File: config.mk
export PLATFORM = sky130hd
export DESIGN_NAME = nearest_track_association_table
export DESIGN_NICKNAME = d
export VERILOG_FILES = /design/src/rtl/ntat_pkg.sv /design/src/rtl/ntat_track_mem.sv /design/src/rtl/ntat_dist_unit.sv /design/src/rtl/nearest_track_association_table.sv
export VERILOG_INCLUDE_DIRS = /design/src /design/src/rtl
export SDC_FILE = /design/constraint.sdc
export NUM_CORES = 2
export LEC_CHECK = 0
export ABC_CLOCK_PERIOD_IN_PS = 17050
export BUFFER_PORTS_ARGS = -buffer_cell sky130_fd_sc_hd__buf_2
export CAP_MARGIN = 20
export CELL_PAD_IN_SITES_DETAIL_PLACEMENT = 1
export CELL_PAD_IN_SITES_GLOBAL_PLACEMENT = 1
export CORE_MARGIN = 2
export CORE_UTILIZATION = 55
export DETAILED_ROUTE_END_ITERATION = 6
export PLACE_DENSITY_LB_ADDON = 0.1
export SLEW_MARGIN = 20
export SYNTH_ARGS = -nofsm -noshare
export SYNTH_HDL_FRONTEND = slang
export SYNTH_SLANG_ARGS = --single-unit
File: constraint.sdc
create_clock -name clk -period 17.05 [get_ports clk]
set_input_delay 0.8525 -clock clk [delete_from_list [all_inputs] [get_ports clk]]
set_output_delay 0.8525 -clock clk [all_outputs]
set_load 0.01 [all_outputs]
File: src/rtl/nearest_track_association_table_macros.svh
// ----------------------------------------------------------------------------
// Assertion macros for the track association table
// Immediate-implication and next-cycle property shorthands.
// ----------------------------------------------------------------------------
`ifndef NEAREST_TRACK_ASSOCIATION_TABLE_MACROS_SVH
`define NEAREST_TRACK_ASSOCIATION_TABLE_MACROS_SVH

// same-cycle implication, checked outside reset
`define NTAT_ASSERT_NOW(lbl, ante, cons, msg) \
  lbl: assert property (@(posedge clk) disable iff (!rst_n) (ante) |-> (cons)) else $error(msg);

// next-cycle implication, checked outside reset
`define NTAT_ASSERT_NXT(lbl, ante, cons, msg) \
  lbl: assert property (@(posedge clk) disable iff (!rst_n) (ante) |=> (cons)) else $error(msg);

`endif

File: src/rtl/ntat_pkg.sv
// ----------------------------------------------------------------------------
// ntat_pkg
// Shared constants, command codes and types of the track association table.
// ----------------------------------------------------------------------------
`default_nettype none

package ntat_pkg;

  localparam int MAX_TRACKS   = 64;
  localparam int IDX_BITS     = $clog2(MAX_TRACKS);
  localparam int CNT_BITS     = $clog2(MAX_TRACKS + 1);
  localparam int COORD_BITS   = 12;
  localparam int FRAME_BITS   = 32;
  localparam int AGE_BITS     = 32;
  localparam int DIST_BITS    = 13;
  localparam int IDLE_BITS    = 16;
  localparam int DSQ_BITS     = 2 * DIST_BITS;
  localparam int CFG_IDX_BITS = 1;
  localparam int CFG_DAT_BITS = 16;

  localparam logic [DIST_BITS-1:0] MAX_DIST_RST = DIST_BITS'(50);
  localparam logic [IDLE_BITS-1:0] MAX_IDLE_RST = IDLE_BITS'(20);

  typedef enum logic [2:0] {
    CMD_FRAME = 3'd0,
    CMD_MATCH = 3'd1,
    CMD_ADD   = 3'd2,
    CMD_PURGE = 3'd3,
    CMD_READ  = 3'd4,
    CMD_CLEAR = 3'd5
  } cmd_t;

  localparam logic [1:0] STAT_OK    = 2'd0;
  localparam logic [1:0] STAT_FULL  = 2'd1;
  localparam logic [1:0] STAT_RANGE = 2'd2;

  localparam logic [CFG_IDX_BITS-1:0] CFG_MAX_DIST = 1'b0;
  localparam logic [CFG_IDX_BITS-1:0] CFG_MAX_IDLE = 1'b1;

  typedef struct packed {
    logic [FRAME_BITS-1:0] stamp;
    logic [COORD_BITS-1:0] y;
    logic [COORD_BITS-1:0] x;
  } track_entry_t;

  typedef struct packed {
    logic                 en;
    logic [IDX_BITS-1:0]  addr;
    track_entry_t         data;
  } mem_wr_t;

  typedef struct packed {
    logic                 en;
    logic [IDX_BITS-1:0]  addr;
  } mem_rd_t;

  typedef struct packed {
    logic load;   // acc = op^2
    logic accum;  // acc = acc + op^2
  } dist_ctl_t;

endpackage

`default_nettype wire

File: src/rtl/ntat_track_mem.sv
// ----------------------------------------------------------------------------
// ntat_track_mem
// Track table storage: one write port, one registered read port.
// ----------------------------------------------------------------------------
`default_nettype none

module ntat_track_mem (
  input  wire logic                 clk,
  input  wire ntat_pkg::mem_wr_t    wr_i,
  input  wire ntat_pkg::mem_rd_t    rd_i,
  output ntat_pkg::track_entry_t    rd_data_o
);

  ntat_pkg::track_entry_t mem_r [ntat_pkg::MAX_TRACKS];
  ntat_pkg::track_entry_t rd_data_r;

  always_ff @(posedge clk) begin
    if (wr_i.en) begin
      mem_r[wr_i.addr] <= wr_i.data;
    end
    if (rd_i.en) begin
      rd_data_r <= mem_r[rd_i.addr];
    end
  end

  assign rd_data_o = rd_data_r;

endmodule

`default_nettype wire

File: src/rtl/ntat_dist_unit.sv
// ----------------------------------------------------------------------------
// ntat_dist_unit
// Shared square-and-accumulate unit for squared distances and the limit.
// ----------------------------------------------------------------------------
`default_nettype none

module ntat_dist_unit (
  input  wire logic                           clk,
  input  wire ntat_pkg::dist_ctl_t            ctl_i,
  input  wire logic [ntat_pkg::DIST_BITS-1:0] op_i,
  output logic      [ntat_pkg::DSQ_BITS-1:0]  acc_o
);

  logic [ntat_pkg::DSQ_BITS-1:0] acc_r;
  logic [ntat_pkg::DSQ_BITS-1:0] sq;

  assign sq = ntat_pkg::DSQ_BITS'(op_i) * ntat_pkg::DSQ_BITS'(op_i);

  always_ff @(posedge clk) begin
    if (ctl_i.load) begin
      acc_r <= sq;
    end else if (ctl_i.accum) begin
      acc_r <= acc_r + sq;
    end
  end

  assign acc_o = acc_r;

endmodule

`default_nettype wire

File: src/rtl/nearest_track_association_table.sv
// ----------------------------------------------------------------------------
// nearest_track_association_table
// Ordered track table: frame step, nearest-point match, append, purge, read, clear.
// ----------------------------------------------------------------------------
//  channel | dir | handshake          | payload
//  in_     | in  | in_tvalid/tready   | tuser: cmd; tdata: pos_x, pos_y, entry_index
//  out_    | out | out_tvalid/tready  | tdata: found, prev_x, prev_y, track_count,
//          |     |                    |        max_age, status
//  cfg_    | in  | cfg_valid/ready    | cfg_index, cfg_data
//
// One command at a time; in_tready is high only while the sequencer idles.
// Match and purge walk the stored tracks one by one through the single read
// port; match also squares each distance in the shared squaring unit.
// Results sit in an output register; a stalled out_ channel holds the
// sequencer in its final state.
// Reset (rst_n low, synchronous) empties the table, zeroes frame and max age.
// ----------------------------------------------------------------------------
`default_nettype none
`include "nearest_track_association_table_macros.svh"

module nearest_track_association_table (
  input  wire logic        clk,
  input  wire logic        rst_n,
  input  wire logic        in_tvalid,
  output logic             in_tready,
  input  wire logic [31:0] in_tdata,   // [11:0] pos_x, [23:12] pos_y, [29:24] entry_index
  input  wire logic [2:0]  in_tuser,   // [2:0] cmd
  output logic             out_tvalid,
  input  wire logic        out_tready,
  output logic [71:0]      out_tdata,  // [0] found, [12:1] prev_x, [24:13] prev_y,
                                       // [31:25] track_count, [63:32] max_age,
                                       // [65:64] status
  input  wire logic        cfg_valid,
  output logic             cfg_ready,
  input  wire logic [ntat_pkg::CFG_IDX_BITS-1:0] cfg_index,
  input  wire logic [ntat_pkg::CFG_DAT_BITS-1:0] cfg_data
);

  localparam int CB = ntat_pkg::COORD_BITS;
  localparam int NB = ntat_pkg::CNT_BITS;
  localparam int IB = ntat_pkg::IDX_BITS;
  localparam int FB = ntat_pkg::FRAME_BITS;
  localparam int DB = ntat_pkg::DSQ_BITS;

  typedef enum logic [3:0] {
    S_IDLE, S_EXEC, S_LIMIT, S_M_READ, S_M_DX, S_M_DY, S_M_CMP, S_M_UPD,
    S_P_READ, S_P_EVAL, S_R_DATA, S_OUT
  } state_t;

  function automatic logic [CB-1:0] abs_diff(input logic [CB-1:0] a, input logic [CB-1:0] b);
    abs_diff = (a > b) ? (a - b) : (b - a);
  endfunction

  state_t                 state_r, state_nxt;
  ntat_pkg::cmd_t         cmd_r, cmd_nxt;
  logic [CB-1:0]          px_r, px_nxt, py_r, py_nxt;
  logic [IB-1:0]          idx_r, idx_nxt;
  logic [NB-1:0]          used_r, used_nxt;
  logic [FB-1:0]          frame_r, frame_nxt;
  logic [ntat_pkg::AGE_BITS-1:0] largest_r, largest_nxt;
  logic [ntat_pkg::DIST_BITS-1:0] max_dist_r, max_dist_nxt;
  logic [ntat_pkg::IDLE_BITS-1:0] max_idle_r, max_idle_nxt;
  logic [NB-1:0]          scan_r, scan_nxt, wr_r, wr_nxt;
  logic                   have_r, have_nxt;
  logic [DB-1:0]          best_r, best_nxt, limit_r, limit_nxt;
  logic [IB-1:0]          sel_r, sel_nxt;
  ntat_pkg::track_entry_t best_ent_r, best_ent_nxt, ent_r, ent_nxt;
  logic                   found_r, found_nxt;
  logic [CB-1:0]          ox_r, ox_nxt, oy_r, oy_nxt;
  logic [1:0]             status_r, status_nxt;
  logic                   out_valid_r, out_valid_nxt;
  logic [71:0]            out_data_r, out_data_nxt;

  ntat_pkg::mem_wr_t      mem_wr;
  ntat_pkg::mem_rd_t      mem_rd;
  ntat_pkg::track_entry_t rd_data;
  ntat_pkg::dist_ctl_t    dist_ctl;
  logic [ntat_pkg::DIST_BITS-1:0] dist_op;
  logic [DB-1:0]          dist_acc;
  logic [FB-1:0]          age;
  logic                   drop;

  ntat_track_mem u_mem (
    .clk       (clk),
    .wr_i      (mem_wr),
    .rd_i      (mem_rd),
    .rd_data_o (rd_data)
  );

  ntat_dist_unit u_dist (
    .clk   (clk),
    .ctl_i (dist_ctl),
    .op_i  (dist_op),
    .acc_o (dist_acc)
  );

  assign in_tready  = (state_r == S_IDLE);
  assign cfg_ready  = 1'b1;
  assign out_tvalid = out_valid_r;
  assign out_tdata  = out_data_r;

  assign age  = frame_r - best_ent_r.stamp;
  assign drop = (rd_data.stamp <= frame_r) &&
                ((frame_r - rd_data.stamp) >= FB'(max_idle_r));

  always_comb begin
    state_nxt     = state_r;
    cmd_nxt       = cmd_r;
    px_nxt        = px_r;
    py_nxt        = py_r;
    idx_nxt       = idx_r;
    used_nxt      = used_r;
    frame_nxt     = frame_r;
    largest_nxt   = largest_r;
    max_dist_nxt  = max_dist_r;
    max_idle_nxt  = max_idle_r;
    scan_nxt      = scan_r;
    wr_nxt        = wr_r;
    have_nxt      = have_r;
    best_nxt      = best_r;
    limit_nxt     = limit_r;
    sel_nxt       = sel_r;
    best_ent_nxt  = best_ent_r;
    ent_nxt       = ent_r;
    found_nxt     = found_r;
    ox_nxt        = ox_r;
    oy_nxt        = oy_r;
    status_nxt    = status_r;
    out_valid_nxt = out_valid_r;
    out_data_nxt  = out_data_r;
    mem_wr        = '0;
    mem_rd        = '0;
    dist_ctl      = '0;
    dist_op       = '0;

    if (out_valid_r && out_tready) begin
      out_valid_nxt = 1'b0;
    end

    if (cfg_valid) begin
      case (cfg_index)
        ntat_pkg::CFG_MAX_DIST: max_dist_nxt = cfg_data[ntat_pkg::DIST_BITS-1:0];
        ntat_pkg::CFG_MAX_IDLE: max_idle_nxt = cfg_data[ntat_pkg::IDLE_BITS-1:0];
        default: ;
      endcase
    end

    case (state_r)
      S_IDLE: begin
        if (in_tvalid) begin
          cmd_nxt    = ntat_pkg::cmd_t'(in_tuser);
          px_nxt     = in_tdata[11:0];
          py_nxt     = in_tdata[23:12];
          idx_nxt    = in_tdata[29:24];
          found_nxt  = 1'b0;
          ox_nxt     = '0;
          oy_nxt     = '0;
          status_nxt = ntat_pkg::STAT_OK;
          scan_nxt   = '0;
          wr_nxt     = '0;
          have_nxt   = 1'b0;
          state_nxt  = S_EXEC;
        end
      end

      S_EXEC: begin
        state_nxt = S_OUT;
        case (cmd_r)
          ntat_pkg::CMD_FRAME: frame_nxt = frame_r + FB'(1);
          ntat_pkg::CMD_MATCH: state_nxt = S_LIMIT;
          ntat_pkg::CMD_ADD: begin
            if (used_r >= NB'(ntat_pkg::MAX_TRACKS)) begin
              status_nxt = ntat_pkg::STAT_FULL;
            end else begin
              mem_wr.en   = 1'b1;
              mem_wr.addr = used_r[IB-1:0];
              mem_wr.data = '{stamp: frame_r, y: py_r, x: px_r};
              used_nxt    = used_r + NB'(1);
            end
          end
          ntat_pkg::CMD_PURGE: state_nxt = S_P_READ;
          ntat_pkg::CMD_READ: begin
            if ({1'b0, idx_r} >= used_r) begin
              status_nxt = ntat_pkg::STAT_RANGE;
            end else begin
              mem_rd.en   = 1'b1;
              mem_rd.addr = idx_r;
              state_nxt   = S_R_DATA;
            end
          end
          ntat_pkg::CMD_CLEAR: begin
            used_nxt    = '0;
            frame_nxt   = '0;
            largest_nxt = '0;
          end
          default: ;
        endcase
      end

      S_LIMIT: begin
        dist_ctl.load = 1'b1;
        dist_op       = max_dist_r;
        state_nxt     = S_M_READ;
      end

      S_M_READ: begin
        // the unit still holds max_distance^2 before the first entry
        if (scan_r == '0) begin
          limit_nxt = dist_acc;
        end
        if (scan_r >= used_r) begin
          state_nxt = S_M_UPD;
        end else begin
          mem_rd.en   = 1'b1;
          mem_rd.addr = scan_r[IB-1:0];
          state_nxt   = S_M_DX;
        end
      end

      S_M_DX: begin
        ent_nxt       = rd_data;
        dist_ctl.load = 1'b1;
        dist_op       = {1'b0, abs_diff(rd_data.x, px_r)};
        state_nxt     = S_M_DY;
      end

      S_M_DY: begin
        dist_ctl.accum = 1'b1;
        dist_op        = {1'b0, abs_diff(ent_r.y, py_r)};
        state_nxt      = S_M_CMP;
      end

      S_M_CMP: begin
        // stamps ahead of the frame (after a wrap) never match
        if ((ent_r.stamp <= frame_r) && (dist_acc <= limit_r) &&
            (!have_r || (dist_acc < best_r))) begin
          have_nxt     = 1'b1;
          best_nxt     = dist_acc;
          sel_nxt      = scan_r[IB-1:0];
          best_ent_nxt = ent_r;
        end
        scan_nxt  = scan_r + NB'(1);
        state_nxt = S_M_READ;
      end

      S_M_UPD: begin
        if (have_r) begin
          found_nxt   = 1'b1;
          ox_nxt      = best_ent_r.x;
          oy_nxt      = best_ent_r.y;
          mem_wr.en   = 1'b1;
          mem_wr.addr = sel_r;
          mem_wr.data = '{stamp: frame_r, y: py_r, x: px_r};
          if (age > largest_r) begin
            largest_nxt = age;
          end
        end
        state_nxt = S_OUT;
      end

      S_P_READ: begin
        if (scan_r >= used_r) begin
          used_nxt  = wr_r;
          state_nxt = S_OUT;
        end else begin
          mem_rd.en   = 1'b1;
          mem_rd.addr = scan_r[IB-1:0];
          state_nxt   = S_P_EVAL;
        end
      end

      S_P_EVAL: begin
        // compaction: write slot never runs ahead of the read slot
        if (!drop) begin
          mem_wr.en   = 1'b1;
          mem_wr.addr = wr_r[IB-1:0];
          mem_wr.data = rd_data;
          wr_nxt      = wr_r + NB'(1);
        end
        scan_nxt  = scan_r + NB'(1);
        state_nxt = S_P_READ;
      end

      S_R_DATA: begin
        ox_nxt    = rd_data.x;
        oy_nxt    = rd_data.y;
        state_nxt = S_OUT;
      end

      S_OUT: begin
        if (!out_valid_r || out_tready) begin
          out_valid_nxt = 1'b1;
          out_data_nxt  = {6'b0, status_r, largest_r, used_r, oy_r, ox_r, found_r};
          state_nxt     = S_IDLE;
        end
      end

      default: state_nxt = S_IDLE;
    endcase
  end

  always_ff @(posedge clk) begin
    if (!rst_n) begin
      state_r     <= S_IDLE;
      used_r      <= '0;
      frame_r     <= '0;
      largest_r   <= '0;
      max_dist_r  <= ntat_pkg::MAX_DIST_RST;
      max_idle_r  <= ntat_pkg::MAX_IDLE_RST;
      scan_r      <= '0;
      wr_r        <= '0;
      have_r      <= 1'b0;
      out_valid_r <= 1'b0;
    end else begin
      state_r     <= state_nxt;
      used_r      <= used_nxt;
      frame_r     <= frame_nxt;
      largest_r   <= largest_nxt;
      max_dist_r  <= max_dist_nxt;
      max_idle_r  <= max_idle_nxt;
      scan_r      <= scan_nxt;
      wr_r        <= wr_nxt;
      have_r      <= have_nxt;
      out_valid_r <= out_valid_nxt;
    end
    cmd_r      <= cmd_nxt;
    px_r       <= px_nxt;
    py_r       <= py_nxt;
    idx_r      <= idx_nxt;
    best_r     <= best_nxt;
    limit_r    <= limit_nxt;
    sel_r      <= sel_nxt;
    best_ent_r <= best_ent_nxt;
    ent_r      <= ent_nxt;
    found_r    <= found_nxt;
    ox_r       <= ox_nxt;
    oy_r       <= oy_nxt;
    status_r   <= status_nxt;
    out_data_r <= out_data_nxt;
  end

  `NTAT_ASSERT_NOW(a_count_bound, 1'b1, used_r <= NB'(ntat_pkg::MAX_TRACKS), "track count above table size")
  `NTAT_ASSERT_NOW(a_compact_order, (state_r == S_P_EVAL) || (state_r == S_P_READ), wr_r <= scan_r, "purge write slot passed read slot")
  `NTAT_ASSERT_NOW(a_scan_in_table, state_r == S_M_CMP, scan_r < used_r, "match compared entry past table end")
  `NTAT_ASSERT_NXT(a_busy_after_beat, in_tvalid && in_tready, !in_tready, "input taken while command in work")

endmodule

`default_nettype wire
==> run metrics <==
CTS Buf Count=416; number of nets in the layout=11,800; critical path endpoint category=flop; setup tns final=0 ns; Cells after Synth=11,000; Final GP Congestion=0.884; die width=560 um; number of instances resized during post-cts repair=0; cell leakage power=63.3 nW; CTS tree=done; GRT Overall Usage=0.368; main combinational cell family by area after synthesis=multiplexers; dominant cell type by area after synthesis=sky130_fd_sc_hd__edfxtp_1; Synth top area share=0.700; CP bufs+invs=8; Post-Place Cell Area=177,000 um^2; clock slew at the register clock pins of the worst setup and hold paths=0.06 ns; min-delay worst type=in -> reg; highest ir drop seen on vdd=0.000102 V; depth of the worst register-to-register path=44; post-synthesis share of cell area spent on xor and xnor gates=0.00778; largest fanout of any net on the critical path=10; Detail Route Antenna Nets=0; per-cell routed wire length=36.9 um; mux share of post-synthesis cell area=0.0726; hold violation count in the final report=0; DR DRC count=0; dominant cell type by count on the critical path=sky130_fd_sc_hd__inv_1; global-route wire length before repair=818,000 um; share of synthesized registers carrying an async set or reset=0; IO Pins=132; height of the die=560 um; CP Depth=44; initial antenna violation count=40; area of the core=308,000 um^2; stage delay of the slowest cell on the critical path=0.57 ns; vias per inst=6.81; Seq/Total Area, Yosys=0.714; Power per Cell Area=119 nW/um^2; endpoint arrival time on the critical path=12.22 ns; most common library cell in the layout ignoring fill and taps=sky130_fd_sc_hd__edfxtp_1; effective utilization at floorplan=0.551; number of clock sinks=4,082; maximum count of clock buffers along a single path=4; Worst-Margin Slew=1.36 ns; number of post-CTS setup repair buffers=0; Port Buffer Count=122; setup clock skew after layout=0.0542 ns; total number of placement rows=204; minimum clock period after layout=11.53 ns; nature of the critical path startpoint=flop; max_cap viols=0; Most used DFF post-synth=sky130_fd_sc_hd__edfxtp_1; average cell area after synthesis=15.4 um^2; EDFF count, synth=3,962; Final Instance Area=191,000 um^2; CTS H-tree lvls=5; number of pins exceeding their max-slew limit in the final report=0; share of layout cells above drive strength 1=0.144; complex-gate fraction of the synthesized area=0.0709; Critical Path Slowest Stage Cell=sky130_fd_sc_hd__o21ai_1; DP Wirelength=333,000 um; Data required, critical path=17.74 ns; Pre-antenna DRT Iters=6; normalized max-slew margin=0.0906; unrepaired setup endpoints after global routing=false; Layout area overhead=12.1%; final wirelength=582,000 um; floorplan die area=313,000 um^2; post-synthesis share of cell area spent on full adders, half adders and majority gates=0.0379; Largest delay share family, worst path=compound AO/OA/AOI/OAI gates; CP Class=reg -> reg; initial detailed-routing violation count=16,500; final-report setup violation count=0; final critical-path share of the clock period=0.676; via count of the first global-routing pass=110,000; remaining global-route overflow=0; leading post-synthesis cells by cell area=sky130_fd_sc_hd__edfxtp_1 70%, sky130_fd_sc_hd__mux4_2 6.0%, sky130_fd_sc_hd__nand2_1 3.7%; clock insertion delay at the later pin of the skew report=1.00 ns; Simple-Gate Fraction of Synth Area=0.0723; pin count of the biggest net entering global routing=133; count of cell types in the netlist=96; vias post-DR=108,000; top library cells by usage in the layout, fill and taps aside=3,962 x sky130_fd_sc_hd__edfxtp_1, 1,685 x sky130_fd_sc_hd__nand2_1, 545 x sky130_fd_sc_hd__a21oi_1; count of yosys warnings during synthesis=0; quantity of hold-fixing buffers added after cts=6; outcome=finished, final reports clean; register bit count reported by yosys=4,082; worst hold path cell count=1; Clock Root Buffer=sky130_fd_sc_hd__clkbuf_16; cell area after synthesis=170,000 um^2; max frequency=86.7 MHz
cells by family after synthesis:
family / Yosys count
AO/OA/AOI/OAI: 1796
XOR/XNOR: 151
adder cells (fa/ha/maj): 453
buffers and inverters: 1030
flip-flops: 4082
multiplexers: 669
other: 2
AND/OR/NAND/NOR: 2824
path summary, 6_finish.rpt:
check | endpoint | slack (ns) | startpoint
worst max-delay path | u_dist.acc_o[25] | 5.52 | ent_r[12]
worst min register to register | best_ent_r[0] | 0.42 | ent_r[0]
worst max register to register | u_dist.acc_o[25] | 5.52 | ent_r[12]
worst min-delay path | idx_r[1] | 0.05 | in_tdata[25]
report_power, final:
part | leakage (nW) | switching (W) | internal (W)
Clock | 6.52 | 0.00396 | 0.00512
Combinational | 22.2 | 0.00143 | 0.000612
Sequential | 34.6 | 0.000185 | 0.0114
sequential cells by signal, summed over array words and instances (netlist names), 7 cells and up:
register         flops
limit_r             26
u_dist.acc_o        26
ent_r               56
largest_r           32
max_idle_r          16
ox_r                12
used_r               7
wr_r                 7
u_mem.rd_data_o     56
frame_r             32
py_r                12
best_ent_r          56
out_tdata           66
u_mem.mem_r       3584
px_r                12
oy_r                12
scan_r               7
max_dist_r          13
best_r              26
Yosys cell counts, types with 95 or more instances:
master	count
sky130_fd_sc_hd__edfxtp_1	3962
sky130_fd_sc_hd__nand2_1	1690
sky130_fd_sc_hd__a21oi_1	547
sky130_fd_sc_hd__inv_1	451
sky130_fd_sc_hd__mux4_2	450
sky130_fd_sc_hd__nand3_1	427
sky130_fd_sc_hd__clkbuf_1	351
sky130_fd_sc_hd__ha_1	350
sky130_fd_sc_hd__nor2_1	247
sky130_fd_sc_hd__mux2i_1	212
sky130_fd_sc_hd__o21ai_0	194
sky130_fd_sc_hd__a22oi_1	184
sky130_fd_sc_hd__buf_2	125
sky130_fd_sc_hd__dfxtp_1	120
sky130_fd_sc_hd__a22o_1	116
sky130_fd_sc_hd__a31oi_1	112
sky130_fd_sc_hd__xnor2_1	112
sky130_fd_sc_hd__fa_1	103
sky130_fd_sc_hd__a21o_1	95
sky130_fd_sc_hd__and3_1	95
final cells by class:
| type | instances | area, um^2 |
|---|---|---|
| Sequential cell | 4082 | 121000 |
| Fill cell | 27600 | 118000 |
| Multi-Input combinational cell | 5900 | 45500 |
| Clock buffer | 509 | 10900 |
| Tap cell | 4120 | 5150 |
| Timing Repair Buffer | 450 | 3390 |
| Clock inverter | 245 | 2340 |
| Inverter | 454 | 1700 |
| Antenna cell | 25 | 62.6 |
through the flow:
stage | setup WS (ns) | util | std cells | hold slack (ns) | power [W]
after CTS | 5.63 | 0.617 | 15800 | 0.00477 | 0.0227
after floorplan | 7.27 | - | 11000 | 0.400 | 0.0129
final | 5.52 | 0.618 | 15800 | 0.0528 | 0.0227
after global placement | 5.81 | 0.573 | 15000 | 0.402 | 0.0137
after global routing | 4.91 | 0.618 | 15800 | 0.0481 | 0.0233
after detailed placement | 5.73 | 0.574 | 15000 | 0.406 | 0.0138
routing by layer:
layer	global-route usage	part of all wire
met3	0.0902	0.12
met2	0.573	0.46
met4	0.173	0.054
met1	0.492	0.36
met5	0	0.00030
No activity file was read; power rests on OpenSTA's default activity.
